$ cat config.mk
export PLATFORM = sky130hd
export DESIGN_NAME = max_heap_priority_queue_core
export DESIGN_NICKNAME = d
export VERILOG_FILES = /design/src/sv/mhpq_pkg.sv /design/src/sv/max_heap_priority_queue_core.sv /design/src/sv/mhpq_ram.sv /design/src/sv/mhpq_ctrl.sv
export SDC_FILE = /design/constraint.sdc
export NUM_CORES = 1
export LEC_CHECK = 0
export ABC_AREA = 0
export ABC_CLOCK_PERIOD_IN_PS = 5100
export BUFFER_PORTS_ARGS = -buffer_cell sky130_fd_sc_hd__buf_2
export CAP_MARGIN = 5
export CORE_MARGIN = 4
export CORE_UTILIZATION = 25
export DETAILED_ROUTE_END_ITERATION = 7
export SLEW_MARGIN = 5
export SYNTH_ARGS = -nofsm -noshare
export SYNTH_HDL_FRONTEND = slang
export SYNTH_HIERARCHICAL = 1
export SYNTH_SLANG_ARGS = --single-unit
$ cat constraint.sdc
create_clock -name clk -period 5.1 [get_ports clk]
set_input_delay 1.53 -clock clk [delete_from_list [all_inputs] [get_ports clk]]
set_output_delay 1.53 -clock clk [all_outputs]
set_load 0.02 [all_outputs]
$ cat src/sv/mhpq_pkg.sv
// Shared types, constants and status codes of the max-heap priority queue.
package mhpq_pkg;

  // Heap size and derived widths
  localparam int CAPACITY = 15;
  localparam int CNT_W    = $clog2(CAPACITY + 1);
  localparam int KEY_W    = 32;
  localparam int OCC_W    = 4;
  localparam int STAT_W   = 2;

  // Operation codes carried by in_mode
  localparam logic MODE_INSERT = 1'b0;
  localparam logic MODE_DELETE = 1'b1;

  // Result status codes
  localparam logic [STAT_W-1:0] STAT_OK    = 2'd0;
  localparam logic [STAT_W-1:0] STAT_FULL  = 2'd1;
  localparam logic [STAT_W-1:0] STAT_EMPTY = 2'd2;

  // Sequencer states
  typedef enum logic [3:0] {
    ST_IDLE,
    ST_UP_RD,
    ST_UP_CMP,
    ST_DN_TOP,
    ST_DN_LAST,
    ST_DN_TAKE,
    ST_DN_RDL,
    ST_DN_RDR,
    ST_DN_CMP,
    ST_DONE
  } state_t;

  // One finished result, handed from the sequencer to the output stage
  typedef struct packed {
    logic signed [KEY_W-1:0] max_key;
    logic [STAT_W-1:0]       status;
    logic [OCC_W-1:0]        occupancy;
  } res_t;

endpackage

$ cat src/sv/max_heap_priority_queue_core.sv
// Top level of the max-heap priority queue: sequencer, heap RAM and output register.
//
//  channel | ports                                       | direction
//  --------+---------------------------------------------+----------
//  input   | in_valid, in_ready, in_mode, in_key         | in
//  result  | out_valid, out_ready, out_max_key,          | out
//          | out_status, out_occupancy                   |
//
// An insert climbs level by level from the new leaf until it reaches the root or a parent
// stops it; a delete descends from the root until it reaches a leaf or a child stops it.
// A failed insert or delete goes straight to its result. One item at a time.
// Reset empties the heap at once; no clearing pass runs over the RAM.
// A new item is taken while the previous result waits; a full output stalls the hand-on.
module max_heap_priority_queue_core
  import mhpq_pkg::*;
(
  input  logic                    clk,
  input  logic                    rst_n,
  input  logic                    in_valid,
  output logic                    in_ready,
  input  logic                    in_mode,
  input  logic signed [KEY_W-1:0] in_key,
  output logic                    out_valid,
  input  logic                    out_ready,
  output logic signed [KEY_W-1:0] out_max_key,
  output logic [STAT_W-1:0]       out_status,
  output logic [OCC_W-1:0]        out_occupancy
);

  logic             res_valid;
  logic             res_ready;
  res_t             res;
  logic             ram_wr_en;
  logic [CNT_W-1:0] ram_wr_addr;
  logic [KEY_W-1:0] ram_wr_data;
  logic             ram_rd_en;
  logic [CNT_W-1:0] ram_rd_addr;
  logic [KEY_W-1:0] ram_rd_data;
  logic             out_valid_r;
  res_t             out_res_r;

  mhpq_ctrl u_ctrl (
    .clk         (clk),
    .rst_n       (rst_n),
    .in_valid    (in_valid),
    .in_ready    (in_ready),
    .in_mode     (in_mode),
    .in_key      (in_key),
    .res_valid   (res_valid),
    .res_ready   (res_ready),
    .res         (res),
    .ram_wr_en   (ram_wr_en),
    .ram_wr_addr (ram_wr_addr),
    .ram_wr_data (ram_wr_data),
    .ram_rd_en   (ram_rd_en),
    .ram_rd_addr (ram_rd_addr),
    .ram_rd_data (ram_rd_data)
  );

  mhpq_ram #(
    .DEPTH  (CAPACITY + 1),
    .DATA_W (KEY_W),
    .ADDR_W (CNT_W)
  ) u_ram (
    .clk     (clk),
    .wr_en   (ram_wr_en),
    .wr_addr (ram_wr_addr),
    .wr_data (ram_wr_data),
    .rd_en   (ram_rd_en),
    .rd_addr (ram_rd_addr),
    .rd_data (ram_rd_data)
  );

  // Free the output slot when empty or being taken
  assign res_ready = !out_valid_r || out_ready;

  // Hold the result until its transfer
  always_ff @(posedge clk) begin
    if (!rst_n) begin
      out_valid_r <= 1'b0;
    end else if (res_ready) begin
      out_valid_r <= res_valid;
    end
  end

  always_ff @(posedge clk) begin
    if (res_ready && res_valid) begin
      out_res_r <= res;
    end
  end

  assign out_valid     = out_valid_r;
  assign out_max_key   = out_res_r.max_key;
  assign out_status    = out_res_r.status;
  assign out_occupancy = out_res_r.occupancy;

endmodule

$ cat src/sv/mhpq_ram.sv
// Generic single-write, single-read synchronous RAM with registered read data.
module mhpq_ram #(
  parameter int DEPTH  = 16,
  parameter int DATA_W = 32,
  parameter int ADDR_W = $clog2(DEPTH)
) (
  input  logic              clk,
  input  logic              wr_en,
  input  logic [ADDR_W-1:0] wr_addr,
  input  logic [DATA_W-1:0] wr_data,
  input  logic              rd_en,
  input  logic [ADDR_W-1:0] rd_addr,
  output logic [DATA_W-1:0] rd_data
);

  logic [DATA_W-1:0] mem [DEPTH];

  // Write port
  always_ff @(posedge clk) begin
    if (wr_en) begin
      mem[wr_addr] <= wr_data;
    end
  end

  // Read port, registered read data
  always_ff @(posedge clk) begin
    if (rd_en) begin
      rd_data <= mem[rd_addr];
    end
  end

endmodule

$ cat src/sv/mhpq_ctrl.sv
// Heap sequencer: sift-up and sift-down walks over the heap RAM, one level per pass.
module mhpq_ctrl
  import mhpq_pkg::*;
(
  input  logic              clk,
  input  logic              rst_n,
  input  logic              in_valid,
  output logic              in_ready,
  input  logic              in_mode,
  input  logic [KEY_W-1:0]  in_key,
  output logic              res_valid,
  input  logic              res_ready,
  output res_t              res,
  output logic              ram_wr_en,
  output logic [CNT_W-1:0]  ram_wr_addr,
  output logic [KEY_W-1:0]  ram_wr_data,
  output logic              ram_rd_en,
  output logic [CNT_W-1:0]  ram_rd_addr,
  input  logic [KEY_W-1:0]  ram_rd_data
);

  state_t                  state_r, state_nxt;
  logic [CNT_W-1:0]        count_r, count_nxt;
  logic [CNT_W-1:0]        pos_r, pos_nxt;
  logic signed [KEY_W-1:0] key_r, key_nxt;
  logic signed [KEY_W-1:0] left_r, left_nxt;
  logic signed [KEY_W-1:0] max_r, max_nxt;
  logic [STAT_W-1:0]       status_r, status_nxt;

  logic                    in_xfer;
  logic [CNT_W:0]          child_l;
  logic [CNT_W:0]          child_r;
  logic [CNT_W:0]          count_ext;
  logic                    has_right;
  logic signed [KEY_W-1:0] rd_key;
  logic                    pick_right;
  logic signed [KEY_W-1:0] big_key;
  logic [CNT_W:0]          big_idx;
  logic                    heap_full;
  logic                    heap_empty;

  assign in_xfer    = in_valid && in_ready;
  assign child_l    = {pos_r, 1'b0};
  assign child_r    = {pos_r, 1'b1};
  assign count_ext  = {1'b0, count_r};
  assign has_right  = child_l < count_ext;
  assign rd_key     = $signed(ram_rd_data);
  assign pick_right = has_right && (rd_key > left_r);
  assign big_key    = pick_right ? rd_key : left_r;
  assign big_idx    = pick_right ? child_r : child_l;
  assign heap_full  = count_r == CNT_W'(CAPACITY);
  assign heap_empty = count_r == '0;

  // Next state
  always_comb begin
    state_nxt = state_r;
    case (state_r)
      ST_IDLE: begin
        if (in_xfer) begin
          if (in_mode == MODE_INSERT) begin
            state_nxt = heap_full ? ST_DONE : ST_UP_RD;
          end else begin
            state_nxt = heap_empty ? ST_DONE : ST_DN_TOP;
          end
        end
      end
      ST_UP_RD:   state_nxt = (pos_r == CNT_W'(1)) ? ST_DONE : ST_UP_CMP;
      ST_UP_CMP:  state_nxt = (rd_key < key_r) ? ST_UP_RD : ST_DONE;
      ST_DN_TOP:  state_nxt = ST_DN_LAST;
      ST_DN_LAST: state_nxt = ST_DN_TAKE;
      ST_DN_TAKE: state_nxt = ST_DN_RDL;
      ST_DN_RDL:  state_nxt = (child_l > count_ext) ? ST_DONE : ST_DN_RDR;
      ST_DN_RDR:  state_nxt = ST_DN_CMP;
      ST_DN_CMP:  state_nxt = (key_r > big_key) ? ST_DONE : ST_DN_RDL;
      ST_DONE:    state_nxt = res_ready ? ST_IDLE : ST_DONE;
      default:    state_nxt = ST_IDLE;
    endcase
  end

  // Datapath, RAM strobes and handshake outputs
  always_comb begin
    count_nxt   = count_r;
    pos_nxt     = pos_r;
    key_nxt     = key_r;
    left_nxt    = left_r;
    max_nxt     = max_r;
    status_nxt  = status_r;
    ram_wr_en   = 1'b0;
    ram_wr_addr = pos_r;
    ram_wr_data = key_r;
    ram_rd_en   = 1'b0;
    ram_rd_addr = pos_r;
    in_ready    = 1'b0;
    res_valid   = 1'b0;
    case (state_r)
      ST_IDLE: begin
        in_ready = 1'b1;
        if (in_xfer) begin
          max_nxt    = '0;
          status_nxt = STAT_OK;
          key_nxt    = $signed(in_key);
          if (in_mode == MODE_INSERT) begin
            if (heap_full) begin
              status_nxt = STAT_FULL;
            end else begin
              count_nxt = count_r + CNT_W'(1);
              pos_nxt   = count_r + CNT_W'(1);
            end
          end else if (heap_empty) begin
            status_nxt = STAT_EMPTY;
          end
        end
      end
      // Fetch the parent, or drop the key at the root
      ST_UP_RD: begin
        if (pos_r == CNT_W'(1)) begin
          ram_wr_en = 1'b1;
        end else begin
          ram_rd_en   = 1'b1;
          ram_rd_addr = pos_r >> 1;
        end
      end
      // Move a smaller parent down into the hole, else settle the key
      ST_UP_CMP: begin
        ram_wr_en = 1'b1;
        if (rd_key < key_r) begin
          ram_wr_data = ram_rd_data;
          pos_nxt     = pos_r >> 1;
        end
      end
      ST_DN_TOP: begin
        ram_rd_en   = 1'b1;
        ram_rd_addr = CNT_W'(1);
      end
      // Capture the root as the result, fetch the last entry
      ST_DN_LAST: begin
        max_nxt     = rd_key;
        ram_rd_en   = 1'b1;
        ram_rd_addr = count_r;
      end
      ST_DN_TAKE: begin
        key_nxt   = rd_key;
        count_nxt = count_r - CNT_W'(1);
        pos_nxt   = CNT_W'(1);
      end
      // Fetch the left child, or settle the key at a leaf
      ST_DN_RDL: begin
        if (child_l > count_ext) begin
          ram_wr_en = 1'b1;
        end else begin
          ram_rd_en   = 1'b1;
          ram_rd_addr = child_l[CNT_W-1:0];
        end
      end
      ST_DN_RDR: begin
        left_nxt    = rd_key;
        ram_rd_en   = has_right;
        ram_rd_addr = child_r[CNT_W-1:0];
      end
      // Lift the larger child into the hole unless the key is strictly greater
      ST_DN_CMP: begin
        ram_wr_en = 1'b1;
        if (!(key_r > big_key)) begin
          ram_wr_data = big_key;
          pos_nxt     = big_idx[CNT_W-1:0];
        end
      end
      ST_DONE: begin
        res_valid = 1'b1;
      end
      default: begin
        in_ready = 1'b0;
      end
    endcase
  end

  assign res.max_key   = max_r;
  assign res.status    = status_r;
  assign res.occupancy = OCC_W'(count_r);

  // Control registers
  always_ff @(posedge clk) begin
    if (!rst_n) begin
      state_r <= ST_IDLE;
      count_r <= '0;
    end else begin
      state_r <= state_nxt;
      count_r <= count_nxt;
    end
  end

  // Working registers
  always_ff @(posedge clk) begin
    pos_r    <= pos_nxt;
    key_r    <= key_nxt;
    left_r   <= left_nxt;
    max_r    <= max_nxt;
    status_r <= status_nxt;
  end

endmodule

==> reports/results.tsv, run 1 <==
metric	value	unit
synthFlopType	edfxtp_1	
drc	0	
grt_use_met2	21.97	%
yosys.area.top_type_share	69.76	%
rows	125	
stdcell_area	37710	um2
arrival	6.04	ns
setup_violations	517	
netlist_area	29440	um2
fillCellCount	11030	
yosys.cell_count.top_type	edfxtp_1	
drt-wirelength-per-cell	23.64	um
final_nets	2178	
vias	17820	
cts_buffer_depth	3	
design.core.area	116500	um2
slew_viol_final	0	
whs_endpoint	out_max_key[0]$_DFFE_PP_	
grt_pass1_vias	17830	
worst_skew_pair.late_latency	0.61	ns
synth.distinct_cells	66	
synth_nets	1868	
hold_viol	0	
grt_antenna_before_repair	1	
seq_area_frac_synth	70.37	%
cts_num_sinks	693	
synth.area.top_cells	edfxtp_1 70%, mux4_2 9.8%, ha_1 4.2%	
slew_headroom	37.77	%
grt_overflow	0	
grt_pass1_wl	120600	um
worst-path-max-fanout	8	
yosys_warnings	6	
grt_max_degree	71	
die-height	351.2	um
r2r_end	u_ram/mem[0][3]$_DFFE_PP_	
fin_cells	3618	
gr-usage-all-layers	13.26	%
worst_pin_slew	0.9335	ns
r2r_slack	-0.63	ns
hp-class	reg2reg	
worst-setup-path-type	reg2reg	
syn_to_final_growth	28.08	%
maxCapViolCount	0	
vdd_drop_max	0.4319	mV
async_flop_share	0	%
holdWs	0.4172	ns
cts_buffers	67	
cts.htree.levels	3	
synth_seq_cells	693	
portBuffers	76	
hp-start	u_ctrl/max_r[0]$_SDFFCE_PN0P_	
drtIter0Drc	1750	
via_per_inst	4.926	
drt_wl_total	85520	um
power_density	668.6	nW/um2
tns	-289.92	ns
synth.avg_cell_area	17.01	um2
ant_nets	0	
dp.cells	3424	
status	finished, violations left	
use_met3	2.167	%
max_clock_freq	0.1746	GHz
placed_area	33660	um2
synth_top_cell_by_area	edfxtp_1	
fin_crit	5.728	ns
critPathRequiredTime	5.41	ns
leakage	12.82	nW
hold_buffers	0	
timing.final.ws_setup	-0.6277	ns
cts-root-buf	clkbuf_16	
tritoncts	done	
r2r_cells	26	
fin_util	32.37	%
firstDrtPassIters	5	
synth_edf_count	684	
syn_inst	1731	
grt-busiest-layer	met2	
grt_setup_unrepaired	yes	
violations	negative setup slack	
drive_gt1_share	33.49	%
p_total	25.22	mW
die_area	123300	um2
finalClockSkew	0.02436	ns
hold_depth	0	
pin_count	77	
worst_setup_path_end_kind	flop	
start_util	25.27	%
die_x	351.2	um
fin_crit_sh	112.3	%
post-place-ws	-1.182	ns
start_kind	flop	
synthTopCellsByCount	684 x edfxtp_1, 128 x mux4_2, 108 x inv_1	
place.gp.congestion	0.8615	
grt_use_met1	17.45	%
regToRegStartpoint	u_ctrl/left_r[7]$_DFFE_PN_	
clk_pin_slew	0.06	ns
dpl.hpwl	50210	um
-- registers in the layout (all words and copies together) (netlist names), 4 cells and up --
signal              count
out_max_key            32
u_ctrl/max_r           32
u_ctrl/key_r           32
u_ctrl/left_r          32
u_ctrl/ram_wr_addr      4
u_ctrl/count_r          4
u_ctrl/state_r          4
u_ram/rd_data          32
u_ram/mem             512
out_occupancy           4
-- placed cells by master (no fill, tap or decap), types with 64 or more instances in the layout --
master,n
a22oi_1,69
nand2_1,98
a21oi_1,64
mux4_2,128
clkbuf_16,72
ha_1,94
buf_2,76
inv_1,106
edfxtp_1,684
buf_4,160
-- how the worst max path moves through the flow --
| stage | start | to | slack (ns) | depth (start not counted) |
|---|---|---|---|---|
| 6_report | u_ctrl/left_r[7]$_DFFE_PN_ | u_ram/mem[0][3]$_DFFE_PP_ | -0.63 | 26 |
| 2_1_floorplan | u_ram/rd_data[5]$_DFFE_PP_ | u_ram/mem[0][18]$_DFFE_PP_ | -0.01 | 21 |
| 3_3_place_gp | u_ctrl/left_r[5]$_DFFE_PN_ | u_ram/mem[1][14]$_DFFE_PP_ | -1.12 | 23 |
| 3_5_place_dp | u_ram/rd_data[7]$_DFFE_PP_ | u_ram/mem[15][29]$_DFFE_PP_ | -1.18 | 21 |
| 4_1_cts | u_ram/rd_data[12]$_DFFE_PP_ | u_ram/mem[4][4]$_DFFE_PP_ | -0.46 | 22 |
| 5_1_grt | u_ram/rd_data[11]$_DFFE_PP_ | u_ram/mem[13][9]$_DFFE_PP_ | -0.78 | 23 |
-- final cells by class --
type / instances / area [um2] / share of cell area (%)
clock inverter: 43 / 479.2 / 1.271
timing repair buffer: 302 / 2823 / 7.485
multi-input combinational: 868 / 9589 / 25.43
inverter: 109 / 409.1 / 1.085
sequential: 693 / 20720 / 54.94
clock buffer: 78 / 1782 / 4.725
antenna: 1 / 2.502 / 0.006636
tap: 1524 / 1907 / 5.056
-- per-layer routing --
metal | vias to the layer above | share of wire [%] | wire, um
met2 | 761 | 48 | 41270
met3 | 167 | 7.0 | 6028
met5 | - | 0 | 0
met4 | 0 | 3.7 | 3187
met1 | 9265 | 41 | 35030
li1 | 7631 | - | -
-- power by group --
| part | leakage (nW) | internal (mW) | switching (mW) |
|---|---|---|---|
| combinational | 5.44 | 4.82 | 6.62 |
| sequential | 6.30 | 8.26 | 0.419 |
| clock | 1.09 | 2.98 | 2.12 |
| total | 12.8 | 16.1 | 9.16 |
-- logic make-up after synthesis --
group | after synthesis | synth area share, %
AO/OA/AOI/OAI | 313 | 7.572
AND/OR/NAND/NOR | 298 | 4.891
multiplexers | 132 | 9.939
XOR/XNOR | 4 | 0.1190
buffers and inverters | 191 | 2.860
adder cells (fa/ha/maj) | 100 | 4.249
flip-flops | 693 | 70.37
-- critical path, stage by stage (launching register included) --
cell,delay (ns)
edfxtp_1,0.36
inv_1,0.12
ha_4,0.22
a21oi_1,0.17
o21ai_2,0.10
a221o_1,0.35
o311a_1,0.34
nor2_4,0.18
mux2i_4,0.30
buf_12,0.14
buf_12,0.12
buf_12,0.11
nor2_2,0.03
a21oi_2,0.11
ha_1,0.26
nand4_1,0.22
buf_4,0.16
nor2_2,0.03
a221oi_2,0.25
o21ai_1,0.13
or4_4,0.56
buf_6,0.15
buf_12,0.12
a31o_4,0.28
buf_6,0.14
o21ai_4,0.24
o221ai_4,0.22
-- what timing repair did --
item | 4_1_cts | 5_1_grt
setup endpoints to repair | 520 | 518
pin swaps | 25 | 22
setup buffers | 35 | 12
gates resized for setup | 71 | 63
cloned | 13 | 15
Power figures use the tool's default switching activity.
==> run 2: changes to the inputs <==
Settings changed: SYNTH_HIERARCHICAL 1 to unset.
==> reports/results.tsv, run 2 <==
metric	value	unit
die_area	128500	um2
netlist_area	30720	um2
regMostFlops	u_ram.mem	
synth.avg_cell_area	13.79	um2
grt_pass1_vias	18940	
portBuffers	76	
worst_pin_slew	1.029	ns
yosys.cell_count.top_type	edfxtp_1	
hp-class	reg2reg	
start_util	25.20	%
design.core.area	121900	um2
grt_setup_unrepaired	yes	
start_kind	flop	
cts.htree.levels	3	
async_flop_share	0	%
worst_skew_pair.late_latency	0.62	ns
arrival	5.46	ns
drt-wirelength-per-cell	21.75	um
slew_viol_final	0	
synthFlopType	edfxtp_1	
fin_crit	5.120	ns
tritoncts	done	
rows	128	
clk_pin_slew	0.06	ns
tns	-0.9483	ns
slew_headroom	31.40	%
synth.distinct_cells	68	
place.gp.congestion	0.8818	
violations	negative setup slack	
worst-path-max-fanout	16	
drc	0	
pin_count	77	
worst-setup-path-type	reg2reg	
yosys.area.top_type_share	66.86	%
synthTopCellsByCount	684 x edfxtp_1, 232 x nor2_1, 196 x nand2_1	
grt_pass1_wl	129500	um
p_total	26.22	mW
drtIter0Drc	2093	
vdd_drop_max	0.6869	mV
ant_nets	0	
largest_register_ff_count	512	
seq_area_frac_synth	67.45	%
drt_wl_total	89580	um
dp.cells	3977	
hold_viol	0	
max_clock_freq	0.1953	GHz
yosys_warnings	0	
syn_to_final_growth	20.02	%
die-height	358.5	um
worst_setup_path_end_kind	flop	
timing.final.ws_setup	-0.01954	ns
layout_commonest_cell	edfxtp_1	
final_nets	2575	
fin_crit_sh	100.4	%
final_cell_mix	684 x edfxtp_1, 213 x nor2_1, 195 x nand2_1, 150 x buf_4, 113 x o21ai_0	
cts-root-buf	clkbuf_16	
syn_inst	2228	
maxCapViolCount	0	
synth_edf_count	684	
grt_max_degree	150	
power_density	711.3	nW/um2
gr-usage-all-layers	13.56	%
holdWs	0.4148	ns
critPathRequiredTime	5.44	ns
cts_buffer_depth	3	
grt_antenna_before_repair	2	
die_x	358.5	um
leakage	13.03	nW
grt_overflow	0	
fin_cells	4119	
synth.area.top_cells	edfxtp_1 67%, ha_1 4.1%, mux2i_1 3.2%	
status	finished, violations left	
finalClockSkew	0.03120	ns
drive_gt1_share	21.62	%
synth_seq_cells	693	
via_per_inst	4.748	
synth_nets	2365	
cts_num_sinks	693	
synth_top_cell_by_area	edfxtp_1	
cts_buffers	69	
setup_violations	89	
vias	19560	
dpl.hpwl	56070	um
firstDrtPassIters	6	
-- run 2: cell types whose count changed after synthesis, moves of 33 or more --
cell	previous run	this run
o21ai_0	56	129
a22oi_1	69	5
nor2_1	74	232
mux2_2	0	72
a221oi_2	1	39
a21oi_1	77	43
nand2_1	101	196
mux2i_1	3	98
and3_1	35	2
nand3_1	14	74
mux4_2	128	2
-- run 2: report_power, final --
| part | internal (mW) | switching (mW) | total (mW) |
|---|---|---|---|
| Clock | 3.18 | 2.20 | 5.39 |
| Sequential | 8.29 | 0.414 | 8.71 |
| Combinational | 4.31 | 7.81 | 12.1 |
-- run 2: stage by stage --
step           worst slack [ns]  instance area [um2]  utilization (%)
3_3_place_gp            -0.3313                34190            28.05
2_1_floorplan           0.03181                30720                -
6_report               -0.01954                36870            30.25
3_5_place_dp            -0.4229                34190            28.05
4_1_cts                 0.01540                36620            30.05
5_1_grt                 -0.2085                36860            30.25
-- run 2: cell type report --
cell class              instances  area [um2]
repair buffers                257        1996
inverters                     108       405.4
clock buffers                  78        1813
fillers                     12050       85010
diodes                          1       2.502
well taps                    1625        2033
flip-flops and latches        693       20720
clock inverters                48       578.1
multi-input cells            1309        9319
-- run 2: logic make-up (layout without fill, tap and decap cells) --
logic type / Yosys count / count (layout) / share of synthesized area, %
buffers and inverters: 226 / 491 / 3.340
AO/OA/AOI/OAI: 401 / 401 / 9.674
flip-flops: 693 / 693 / 67.45
AND/OR/NAND/NOR: 622 / 622 / 9.002
other: 0 / 1 / 0
XOR/XNOR: 4 / 4 / 0.1140
multiplexers: 182 / 182 / 6.346
adder cells (fa/ha/maj): 100 / 100 / 4.073
-- run 2: path summary, 6_finish.rpt --
kind         cells after the start                    endpoint                            from  slack (ns)
max                             21  u_ram.mem[2][10]$_DFFE_PP_      u_ram.rd_data[1]$_DFFE_PP_       -0.02
min                              0   out_max_key[21]$_DFFE_PP_  u_ctrl.max_r[21]$_SDFFCE_PN0P_        0.41
max reg2reg                     21  u_ram.mem[2][10]$_DFFE_PP_      u_ram.rd_data[1]$_DFFE_PP_       -0.02
min reg2reg                      0   out_max_key[21]$_DFFE_PP_  u_ctrl.max_r[21]$_SDFFCE_PN0P_        0.41
-- run 2: repair_timing --
action,4_1_cts,5_1_grt
hold buffers,0,0
setup buffers,0,9
pin swaps,3,9
gates resized for setup,8,49
cloned,0,6
setup endpoints to repair,516,516
-- run 2: worst max-delay path: stages (launching register included) --
cell	delay, ns
edfxtp_1	0.39
ha_1	0.31
nor2b_1	0.15
o211ai_1	0.16
a2111oi_2	0.38
a211oi_1	0.10
a21boi_2	0.27
o32ai_4	0.13
nor2_4	0.21
buf_12	0.18
mux2i_1	0.09
ha_1	0.31
nand4_1	0.27
buf_4	0.24
a211oi_1	0.24
o21bai_1	0.18
a21oi_2	0.28
nor4_2	0.07
a21boi_2	0.22
buf_4	0.26
o221ai_1	0.18
buf_6	0.19
-- run 2: metal layers --
| layer | wire (um) | global-route usage (%) |
|---|---|---|
| met2 | 43570 | 23.12 |
| met4 | 2263 | 3.777 |
| met5 | 16 | 0 |
| met3 | 6124 | 1.948 |
| met1 | 37610 | 18.01 |
